### src/heating_bus_message_decoder_top_assert.svh
// assertion macros for the heating bus message decoder
`ifndef HEATING_BUS_MESSAGE_DECODER_TOP_ASSERT_SVH
`define HEATING_BUS_MESSAGE_DECODER_TOP_ASSERT_SVH
`ifndef SYNTH
`define HBD_ASSERT_IMPL(label, clk, rst, prop, msg) \
  label: assert property (@(posedge clk) disable iff (rst) prop) else $error(msg);
`define HBD_ASSERT_NEVER(label, clk, rst, cond, msg) \
  label: assert property (@(posedge clk) disable iff (rst) !(cond)) else $error(msg);
`else
`define HBD_ASSERT_IMPL(label, clk, rst, prop, msg)
`define HBD_ASSERT_NEVER(label, clk, rst, cond, msg)
`endif
`endif

### src/hbd_pkg.sv
package hbd_pkg;

  localparam int MaxFrameBytes = 32;

  typedef struct packed {
    logic [7:0] data_byte;
    logic       last_byte;
  } in_item_t;

  typedef struct packed {
    logic [3:0]         message_kind;
    logic [3:0]         field_index;
    logic [1:0]         field_kind;
    logic signed [23:0] field_value;
    logic [1:0]         scale_code;
    logic [1:0]         status;
    logic               last_result;
  } out_item_t;

  localparam logic [1:0] FkNum  = 2'd0;
  localparam logic [1:0] FkFlag = 2'd1;
  localparam logic [1:0] FkCode = 2'd2;

  localparam logic [1:0] StField     = 2'd0;
  localparam logic [1:0] StLength    = 2'd1;
  localparam logic [1:0] StUnhandled = 2'd2;

  localparam logic [7:0] SrcBoiler  = 8'h08;
  localparam logic [7:0] SrcCtrl    = 8'h10;
  localparam logic [7:0] SrcSolar   = 8'h11;
  localparam logic [7:0] SrcMixer   = 8'h21;
  localparam logic [7:0] PollBit    = 8'h80;

  // message kinds as reported in message_kind
  typedef enum logic [3:0] {
    MkFast, MkSlow, MkHotWater, MkUnknown1, MkOutdoor,
    MkCircuit1, MkCircuit2, MkWm1, MkWm2, MkMixer
  } msg_kind_t;

  // type bytes per source
  localparam logic [7:0] TyUnknown1 = 8'h14;
  localparam logic [7:0] TyFast     = 8'h18;
  localparam logic [7:0] TySlow     = 8'h19;
  localparam logic [7:0] TyHotWater = 8'h34;
  localparam logic [7:0] TyCircuit1 = 8'h3E;
  localparam logic [7:0] TyCircuit2 = 8'h48;
  localparam logic [7:0] TyOutdoor  = 8'hA3;
  localparam logic [7:0] TyWm1      = 8'h9C;
  localparam logic [7:0] TyWm2      = 8'h1E;
  localparam logic [7:0] TyMixer    = 8'hAB;
  localparam logic [7:0] TyNop0     = 8'h06;
  localparam logic [7:0] TyNop1     = 8'h1A;
  localparam logic [7:0] TyNop2     = 8'h35;
  localparam logic [7:0] TyNop3     = 8'h9D;
  localparam logic [7:0] TyNop4     = 8'hAC;

  typedef enum logic [2:0] {
    S_RECV, S_DEC0, S_DEC1, S_CHECK, S_RD0, S_RD1, S_RD2, S_EMIT
  } state_t;

  typedef struct packed {
    logic [1:0] kind;
    logic [4:0] off;
    logic [2:0] arg;
    logic [1:0] scale;
  } field_desc_t;

  // per-message info: field count and payload length
  typedef struct packed {
    logic [4:0] count;
    logic [4:0] len;
    logic       at_least;
  } msg_desc_t;

  function automatic msg_desc_t msg_desc(input logic [3:0] k);
    msg_desc_t d;
    d = '0;
    unique case (k)
      MkFast:     d = '{5'd16, 5'd26, 1'b0};
      MkSlow:     d = '{5'd7,  5'd26, 1'b0};
      MkHotWater: d = '{5'd12, 5'd17, 1'b0};
      MkUnknown1: d = '{5'd2,  5'd4,  1'b0};
      MkOutdoor:  d = '{5'd2,  5'd4,  1'b1};
      MkCircuit1: d = '{5'd15, 5'd16, 1'b0};
      MkCircuit2: d = '{5'd15, 5'd16, 1'b0};
      MkWm1:      d = '{5'd2,  5'd6,  1'b0};
      MkWm2:      d = '{5'd1,  5'd3,  1'b0};
      MkMixer:    d = '{5'd4,  5'd8,  1'b0};
      default: d = '0;
    endcase
    return d;
  endfunction

  function automatic field_desc_t fd(input int kd, input int o, input int a, input int s);
    field_desc_t f;
    f.kind = 2'(kd);
    f.off = 5'(o);
    f.arg = 3'(a);
    f.scale = 2'(s);
    return f;
  endfunction

  function automatic field_desc_t field_desc(input logic [3:0] m, input logic [3:0] i);
    field_desc_t f;
    f = '0;
    unique case (m)
      MkFast: begin
        case (i)
          4'd0: f = fd(0,1,1,0);   4'd1: f = fd(0,2,2,2);
          4'd2: f = fd(0,12,2,2);  4'd3: f = fd(0,14,2,2);
          4'd4: f = fd(0,4,1,0);   4'd5: f = fd(0,5,1,0);
          4'd6: f = fd(0,16,2,2);  4'd7: f = fd(0,18,1,2);
          4'd8: f = fd(2,19,2,0);  4'd9: f = fd(2,22,1,0);
          4'd10: f = fd(1,8,0,0);  4'd11: f = fd(1,8,2,0);
          4'd12: f = fd(1,8,3,0);  4'd13: f = fd(1,8,5,0);
          4'd14: f = fd(1,8,6,0);  default: f = fd(1,8,7,0);
        endcase
      end
      MkSlow: begin
        case (i)
          4'd0: f = fd(0,1,2,2);  4'd1: f = fd(0,3,2,2);
          4'd2: f = fd(0,5,2,2);  4'd3: f = fd(0,11,3,0);
          4'd4: f = fd(0,14,3,0); 4'd5: f = fd(0,20,3,0);
          default: f = fd(0,23,3,0);
        endcase
      end
      MkHotWater: begin
        case (i)
          4'd0: f = fd(0,1,1,0);  4'd1: f = fd(0,2,2,2);
          4'd2: f = fd(0,11,3,0); 4'd3: f = fd(0,14,3,0);
          4'd4: f = fd(0,4,2,2);  4'd5: f = fd(1,6,0,0);
          4'd6: f = fd(1,6,1,0);  4'd7: f = fd(1,6,2,0);
          4'd8: f = fd(1,6,3,0);  4'd9: f = fd(1,6,4,0);
          4'd10: f = fd(1,6,5,0); default: f = fd(1,8,2,0);
        endcase
      end
      MkUnknown1: f = (i == 4'd0) ? fd(0,0,2,0) : fd(0,2,2,0);
      MkOutdoor: f = (i == 4'd0) ? fd(0,1,1,0) : fd(1,3,0,0);
      MkCircuit1, MkCircuit2: begin
        case (i)
          4'd0: f = fd(0,3,1,1);  4'd1: f = fd(0,4,2,2);
          4'd2: f = fd(0,15,1,0); 4'd3: f = fd(1,1,2,0);
          4'd4: f = fd(1,1,0,0);  4'd5: f = fd(1,1,1,0);
          4'd6: f = fd(1,1,3,0);  4'd7: f = fd(1,1,4,0);
          4'd8: f = fd(1,1,5,0);  4'd9: f = fd(1,1,6,0);
          4'd10: f = fd(1,1,7,0); 4'd11: f = fd(1,2,0,0);
          4'd12: f = fd(1,2,1,0); 4'd13: f = fd(1,2,7,0);
          default: f = fd(1,14,4,0);
        endcase
      end
      MkWm1: f = (i == 4'd0) ? fd(0,1,2,2) : fd(1,3,2,0);
      MkWm2: f = fd(0,1,2,2);
      MkMixer: begin
        case (i)
          4'd0: f = fd(0,1,1,0); 4'd1: f = fd(0,2,2,2);
          4'd2: f = fd(0,5,1,0); default: f = fd(1,4,2,0);
        endcase
      end
      default: f = '0;
    endcase
    return f;
  endfunction

endpackage

### src/hbd_ram.sv
module hbd_ram #(
  parameter int Width = 8,
  parameter int Depth = 32
) (
  input  logic                     clk,
  input  logic                     we,
  input  logic [$clog2(Depth)-1:0] waddr,
  input  logic [Width-1:0]         wdata,
  input  logic [$clog2(Depth)-1:0] raddr,
  output logic [Width-1:0]         rdata
);
  logic [Width-1:0] mem [Depth];

  always_ff @(posedge clk) begin
    if (we) begin
      mem[waddr] <= wdata;
    end
    rdata <= mem[raddr];
  end
endmodule

### src/heating_bus_message_decoder_top.sv
// heating bus message decoder: takes one frame byte per item (source, dest,
// type, payload) into a byte ram; a byte that is not last is taken every
// cycle. after the last byte the frame is checked and decoded: polling and
// no-op frames are dropped, known messages emit one result item per field in
// table order, errors give one status item. the header is read back from the
// ram through S_DEC0, S_DEC1 and S_CHECK, and a status item is registered in
// S_CHECK. each field then reads 1 to 3 bytes, one at a time, through the
// single ram read port, and a result is held while the receiver stalls. no input
// is taken while a frame is being decoded or results are pending; bytes are
// taken again right after the last result of a frame is accepted.
`include "heating_bus_message_decoder_top_assert.svh"
module heating_bus_message_decoder_top #(
  parameter int MAX_FRAME_BYTES = hbd_pkg::MaxFrameBytes
) (
  input  logic              clk,
  input  logic              rst,
  input  logic              in_valid,
  output logic              in_stall,
  input  hbd_pkg::in_item_t in_item,
  output logic              out_valid,
  input  logic              out_stall,
  output hbd_pkg::out_item_t out_item
);
  localparam int AW = $clog2(MAX_FRAME_BYTES);
  localparam int CW = AW + 1;

  // classification outcome
  localparam logic [1:0] ClsKnown     = 2'd0;
  localparam logic [1:0] ClsNone      = 2'd1;
  localparam logic [1:0] ClsUnhandled = 2'd2;

  hbd_pkg::state_t state, state_next;

  // fill count and overflow flag
  logic [CW-1:0] fill_count;
  logic          overflow_seen;
  logic          in_acc;

  // ram port
  logic          we;
  logic [AW-1:0] raddr;
  logic [7:0]    rdata;

  // header bytes
  logic [7:0] src, dst;
  logic [3:0] kind;
  logic [3:0] fidx;
  logic [1:0] rcnt;       // bytes of current field read
  logic [15:0] acc;
  hbd_pkg::field_desc_t f;
  hbd_pkg::msg_desc_t   m;
  logic [8:0] byte_addr;
  logic [CW-1:0] plen;
  logic [1:0] nbytes;

  // classify source and type into kind
  logic [1:0] cls;
  logic [3:0] ckind;
  hbd_pkg::msg_desc_t cm;
  logic [7:0] gb;

  // header check outcome
  logic       chk_emit;
  logic       chk_fields;
  logic [1:0] chk_status;
  logic [3:0] chk_kind;

  // field read and emit control
  logic        rd_done;
  logic [23:0] fvalue;
  logic        emit_done;
  logic        emit_next;

  hbd_ram #(.Width(8), .Depth(MAX_FRAME_BYTES)) u_ram (
    .clk(clk), .we(we), .waddr(fill_count[AW-1:0]), .wdata(in_item.data_byte),
    .raddr(raddr), .rdata(rdata)
  );

  assign in_stall = (state != hbd_pkg::S_RECV);
  assign in_acc   = in_valid && !in_stall;
  assign we       = in_acc && (fill_count < CW'(MAX_FRAME_BYTES));

  assign f = hbd_pkg::field_desc(kind, fidx);
  assign m = hbd_pkg::msg_desc(kind);
  assign nbytes = (f.kind == hbd_pkg::FkFlag || f.arg == 3'd0) ? 2'd1 :
                  (f.arg > 3'd3) ? 2'd3 : f.arg[1:0];
  assign byte_addr = 9'd3 + 9'(f.off) + 9'(rcnt);
  assign plen = fill_count - CW'(3);

  // read address per state; byte 0 is read while bytes come in and bytes 1
  // and 2 in the decode states, so each header byte is back in the next state
  always_comb begin
    raddr = '0;
    unique case (state)
      hbd_pkg::S_RECV: raddr = '0;
      hbd_pkg::S_DEC0: raddr = AW'(1);
      hbd_pkg::S_DEC1: raddr = AW'(2);
      default: raddr = byte_addr[AW-1:0];
    endcase
  end

  function automatic logic [7:0] guard(input logic [8:0] a, input logic [CW-1:0] fc,
                                        input logic [7:0] d);
    return (a < 9'(fc)) ? d : 8'd0;
  endfunction

  // rdata holds the type byte while in the check state
  always_comb begin
    cls = ClsUnhandled;
    ckind = hbd_pkg::MkFast;
    case (src)
      hbd_pkg::SrcBoiler: begin
        case (rdata)
          hbd_pkg::TyUnknown1: begin cls = ClsKnown; ckind = hbd_pkg::MkUnknown1; end
          hbd_pkg::TyFast:     begin cls = ClsKnown; ckind = hbd_pkg::MkFast; end
          hbd_pkg::TySlow:     begin cls = ClsKnown; ckind = hbd_pkg::MkSlow; end
          hbd_pkg::TyHotWater: begin cls = ClsKnown; ckind = hbd_pkg::MkHotWater; end
          default: cls = ClsUnhandled;
        endcase
      end
      hbd_pkg::SrcCtrl: begin
        case (rdata)
          hbd_pkg::TyCircuit1: begin cls = ClsKnown; ckind = hbd_pkg::MkCircuit1; end
          hbd_pkg::TyCircuit2: begin cls = ClsKnown; ckind = hbd_pkg::MkCircuit2; end
          hbd_pkg::TyOutdoor:  begin cls = ClsKnown; ckind = hbd_pkg::MkOutdoor; end
          hbd_pkg::TyNop0, hbd_pkg::TyNop1, hbd_pkg::TyNop2, hbd_pkg::TyNop3,
          hbd_pkg::TyNop4: cls = ClsNone;
          default: cls = ClsUnhandled;
        endcase
      end
      hbd_pkg::SrcSolar: begin
        if (rdata == hbd_pkg::TyWm1) begin
          cls = ClsKnown;
          ckind = hbd_pkg::MkWm1;
        end else if (rdata == hbd_pkg::TyWm2) begin
          cls = ClsKnown;
          ckind = hbd_pkg::MkWm2;
        end
      end
      hbd_pkg::SrcMixer: begin
        if (rdata == hbd_pkg::TyMixer) begin
          cls = ClsKnown;
          ckind = hbd_pkg::MkMixer;
        end
      end
      default: cls = ClsUnhandled;
    endcase
  end

  assign cm = hbd_pkg::msg_desc(ckind);
  assign gb = guard(byte_addr, fill_count, rdata);

  // frame check in priority order: overflow, polling, short, no-op,
  // unhandled, length, then field decode
  always_comb begin
    chk_emit = 1'b1;
    chk_fields = 1'b0;
    chk_status = hbd_pkg::StLength;
    chk_kind = hbd_pkg::MkFast;
    if (overflow_seen) begin
      chk_emit = 1'b1;
    end else if (fill_count >= CW'(2) && (dst & hbd_pkg::PollBit) != 8'd0) begin
      chk_emit = 1'b0;
    end else if (fill_count < CW'(3)) begin
      chk_emit = 1'b1;
    end else if (cls == ClsNone) begin
      chk_emit = 1'b0;
    end else if (cls == ClsUnhandled) begin
      chk_status = hbd_pkg::StUnhandled;
    end else if (cm.at_least ? (plen < CW'(cm.len)) : (plen != CW'(cm.len))) begin
      chk_kind = ckind;
    end else begin
      chk_emit = 1'b0;
      chk_fields = 1'b1;
    end
  end

  assign rd_done   = (2'(rcnt + 2'd1) >= nbytes);
  assign emit_done = !out_valid || (!out_stall && out_item.last_result);
  assign emit_next = out_valid && !out_stall && !out_item.last_result;

  // field value from the bytes read so far and the last one
  always_comb begin
    if (f.kind == hbd_pkg::FkFlag) begin
      fvalue = 24'(gb[f.arg]);
    end else if (nbytes == 2'd1) begin
      fvalue = (f.kind == hbd_pkg::FkNum) ? {{16{gb[7]}}, gb} : {16'd0, gb};
    end else if (nbytes == 2'd2) begin
      fvalue = (f.kind == hbd_pkg::FkNum) ? {{8{acc[7]}}, acc[7:0], gb}
                                          : {8'd0, acc[7:0], gb};
    end else begin
      fvalue = {acc[15:0], gb};
    end
  end

  always_comb begin
    state_next = state;
    unique case (state)
      hbd_pkg::S_RECV: if (in_acc && in_item.last_byte) state_next = hbd_pkg::S_DEC0;
      hbd_pkg::S_DEC0: state_next = hbd_pkg::S_DEC1;
      hbd_pkg::S_DEC1: state_next = hbd_pkg::S_CHECK;
      hbd_pkg::S_CHECK: state_next = chk_fields ? hbd_pkg::S_RD2 : hbd_pkg::S_EMIT;
      hbd_pkg::S_RD0: state_next = hbd_pkg::S_RD1;
      hbd_pkg::S_RD1: state_next = rd_done ? hbd_pkg::S_EMIT : hbd_pkg::S_RD0;
      hbd_pkg::S_RD2: state_next = hbd_pkg::S_RD0;
      hbd_pkg::S_EMIT: begin
        if (emit_done) state_next = hbd_pkg::S_RECV;
        else if (emit_next) state_next = hbd_pkg::S_RD2;
      end
      default: state_next = hbd_pkg::S_RECV;
    endcase
  end

  always_ff @(posedge clk) begin
    if (rst) begin
      state <= hbd_pkg::S_RECV;
      fill_count <= '0;
      overflow_seen <= 1'b0;
      out_valid <= 1'b0;
    end else begin
      state <= state_next;
      unique case (state)
        hbd_pkg::S_RECV: begin
          if (in_acc) begin
            if (fill_count < CW'(MAX_FRAME_BYTES)) fill_count <= fill_count + CW'(1);
            else overflow_seen <= 1'b1;
          end
        end
        hbd_pkg::S_DEC0: src <= rdata;
        hbd_pkg::S_DEC1: begin
          dst <= (fill_count >= CW'(2)) ? rdata : 8'd0;
        end
        hbd_pkg::S_CHECK: begin
          fidx <= '0;
          rcnt <= '0;
          acc  <= '0;
          kind <= ckind;
          out_item <= '{message_kind: chk_kind, field_index: '0, field_kind: '0,
                        field_value: '0, scale_code: '0, status: chk_status,
                        last_result: 1'b1};
          out_valid <= chk_emit;
        end
        hbd_pkg::S_RD0: ;
        hbd_pkg::S_RD1: begin
          acc <= {acc[7:0], gb};
          rcnt <= rcnt + 2'd1;
          if (rd_done) begin
            out_item <= '{message_kind: kind, field_index: fidx, field_kind: f.kind,
                          field_value: fvalue, scale_code: f.scale,
                          status: hbd_pkg::StField,
                          last_result: (5'(fidx) + 5'd1 == m.count)};
            out_valid <= 1'b1;
          end
        end
        hbd_pkg::S_RD2: ;
        hbd_pkg::S_EMIT: begin
          if (out_valid && !out_stall) out_valid <= 1'b0;
          if (emit_done) begin
            fill_count <= '0;
            overflow_seen <= 1'b0;
          end
          if (emit_next) begin
            fidx <= fidx + 4'd1;
            rcnt <= '0;
            acc <= '0;
          end
        end
        default: ;
      endcase
    end
  end

  `HBD_ASSERT_NEVER(a_no_input_busy, clk, rst, in_acc && in_stall, "input while busy")
  `HBD_ASSERT_IMPL(a_out_hold, clk, rst, out_valid && out_stall |=> out_valid, "result dropped")
  `HBD_ASSERT_NEVER(a_fill_range, clk, rst, fill_count > CW'(MAX_FRAME_BYTES), "fill overflow")

endmodule
### config.mk
export PLATFORM = sky130hd
export DESIGN_NAME = heating_bus_message_decoder_top
export DESIGN_NICKNAME = d
export VERILOG_FILES = /design/src/hbd_pkg.sv /design/src/hbd_ram.sv /design/src/heating_bus_message_decoder_top.sv
export VERILOG_INCLUDE_DIRS = /design/src /design/src/src
export SDC_FILE = /design/constraint.sdc
export NUM_CORES = 1
export LEC_CHECK = 0
export BUFFER_PORTS_ARGS = -buffer_cell sky130_fd_sc_hd__buf_2
export CORE_MARGIN = 3
export CORE_UTILIZATION = 50
export DETAILED_ROUTE_END_ITERATION = 12
export GPL_ROUTABILITY_DRIVEN = 1
export PLACE_DENSITY = 0.81
export SLEW_MARGIN = 10
export SYNTH_ARGS = -nofsm -noshare
export SYNTH_HDL_FRONTEND = slang
export SYNTH_SLANG_ARGS = --single-unit
### constraint.sdc
create_clock -name clk -period 7.2 [get_ports clk]
set_input_delay 1.08 -clock clk [delete_from_list [all_inputs] [get_ports clk]]
set_output_delay 1.08 -clock clk [all_outputs]
set_load 0.02 [all_outputs]
==> metrics <==
outcome=completed; hold slack=around 0.52 ns; Final ANT Viol Nets=0; Clock Latency Late Sink=~0.56 ns; Worst Setup End Kind=register; Placer Congestion=0.881; CTS resizes=0; Req. time, crit path=approximately 7.6 ns; Cell variety after synth=94; Hold Crit Depth=2; Syn Nets=approximately 1,600; Final setup viols=0; Die H=approximately 190 microns; # DRC=0; crit path launch type=register; Yosys top cell by area=edfxtp_1; CTS tree=yes; TritonCTS Sinks=between 300 and 400; Synth-to-Final Area Change=10.5%; ranking of synthesized cells by area=edfxtp_1 57%, dfxtp_1 6.2%, nand2_1 5.4%, nand3_1 4.2%, ha_1 3.2%; Ports=54; Seq/Total Area, Yosys=0.630; WL/cell=roughly 21 microns; VDD IR max=approximately 240 uV; commonest non-fill, non-tap cells in the layout=330 x edfxtp_1, 251 x nand2_1, 147 x nand3_1, 122 x nor2_1, 79 x a21oi_1; r2r setup slk=between 1 and 1.5 ns; CTS H-tree lvls=2; Post-CTS Hold Buffers=0; Pwr Density=275 nW/um^2; Critical Path AT=~6 ns; R2R Path Start=fidx[0]; Tcrit/Tclk final=0.801; clk root buf=clkbuf_16; grt ovf=0; Critical Setup Path Class=register to register; number of global-route vias before repair=11,400; total leakage power=between 0.006 and 0.007 uW; area fraction of the dominant cell type after synthesis=0.568; Worst Tran Pin Value=about 1.1 ns; Worst path slowest cell=edfxtp_1; most used cell along the critical path=ha_1; min Tclk post-route=a little under 6 ns; Synth Register Bits=around 380; FP Rows=67; WL final=41.1 mm; EDFF count, synth=330; RSZ-0062 raised after global routing=no; hold crit path type=register to register; Post-CTS Setup Inserts=0; die area=around 37,000 sq um; Hold Fails Final Rpt=0; Via density=6.06; drt pass-1 iters=6; Core ar.=34,000 sq um; Clock Path Buffers=3; synth warn=0; top_reg_cell synth=edfxtp_1; DRT iter0 DRCs=~1,500; Total Routing Usage GR=0.220; Final HPWL DP=around 26 mm; Worst Skew=0.0276 ns; initial cell density of the core=0.514; Avg Cell Area, Syn=11.7 sq um; n_diodes=0; initial antenna violation count=0; fmax=~170 MHz; largest net degree at the start of global routing=76; Critical Path, Cell by Cell=inv_1, ha_1, or2_2, nor4b_1, a31o_2, a221oi_1, a21oi_1, a21oi_1, a21boi_0, ha_1, inv_1, ha_1, fa_1, nand2_1, o21ai_0, o21bai_1, nor3_1, inv_1, ha_1, o2111ai_1, nand4b_1, o211ai_1, nand2_1, nor2_1; Hold Path Sink=overflow_seen; Rel. slew slack=0.237; critical path's largest stage delay=approximately 0.45 ns; worst-path fanout max=16; commonest non-fill, non-tap cell in the layout=edfxtp_1; count of buffers from port buffering=53; R2R cell count=24; Worst R2R End=out_item[16]; global-route wire length before repair=approximately 64 mm; Inserted Clock Buffers=38; hold wc startpoint=overflow_seen; Async SR Flop Fraction=0; TNS Setup=0 ns; layout net count=around 1,600; Final Max Slew Viols=0; Clk pin slew, worst setup/hold paths=around 0.06 ns; Die Wd=~190 microns; Mapped Area=~17,000 sq um; Via Count=12,100; max-cap viol count=0; Cells after Synth=1,497; share of cells above drive strength 1=0.120
==> flip-flops by register name (all words and copies together) (netlist names), named ones only <==
signal         cells
u_ram.mem        256
u_ram.rdata        8
fidx               4
m                  5
out_item          39
overflow_seen      1
fill_count         6
state              3
kind               4
src                8
rcnt               2
dst                1
acc               16
out_valid          1
==> cell families after synthesis <==
group	after synthesis	synth area share
adders and majority gates	45	0.0327
muxes	40	0.0315
DFF	384	0.630
and+or+nand+nor	650	0.174
buffers and inverters	123	0.0301
AOI/OAI and AO/OA	240	0.0945
xor gates and xnor gates	15	0.00753
==> metrics by stage <==
stage          setup slack (ns)  instances  instance area (sq um)  utilization  total power [uW]
2_1_floorplan              1.42       1497                  17500            -              3120
3_3_place_gp               1.65       1925                  18000        0.531              3320
3_5_place_dp               1.54       1925                  18000        0.531              3340
4_1_cts                    1.44       1995                  19300        0.568              5300
5_1_grt                   0.828       1995                  19300        0.568              5490
6_report                   1.44       1995                  19300        0.568              5300
==> area by class of cell <==
class	count	area (sq um)
fillers	2669	14700
flip-flops and latches	384	11000
multi-input cells	990	5990
clock buffers	44	993
well taps	448	561
repair buffers	64	348
clock inverters	26	265
inverters	39	151
==> synth_stat cells, types with 12 or more instances <==
cell,n
edfxtp_1,330
nand2_1,251
nand3_1,147
nor2_1,122
a21oi_1,80
clkbuf_1,56
dfxtp_1,54
ha_1,44
inv_1,33
o21ai_0,32
and2_1,28
mux2i_1,22
nor3_1,19
xnor2_1,12
==> routing by layer <==
layer,GRT usage,vias up,wire length (microns)
li1,-,5532,-
met2,0.360,654,19600
met1,0.298,5807,16300
met5,0,-,0
met4,0.0838,0,1350
met3,0.0342,99,3780
==> how the worst max path moves through the flow <==
stage / start / slack (ns) / to
after detailed placement: fidx[0] / 1.54 / out_item[16]
after global placement: fidx[0] / 1.65 / out_item[20]
after CTS: fidx[0] / 1.44 / out_item[16]
final: fidx[0] / 1.44 / out_item[16]
after floorplan: fidx[0] / 1.42 / out_valid
after global routing: fidx[0] / 0.83 / out_item[16]
==> critical path, delay by kind of cell (launching register included) <==
kind            cells  cell delay (ns)
buf+inv             3             0.30
compound gates      9             1.48
fa+ha+maj           5             1.56
flops               1             0.45
simple gates        7             1.82
==> power by group <==
part           switching (uW)  internal [uW]  total (uW)  leakage, uW
clock                     864           1120        1980     0.000607
combinational             472            255         728      0.00287
sequential                104           2480        2590      0.00345
No activity file was read; power rests on OpenSTA's default activity.
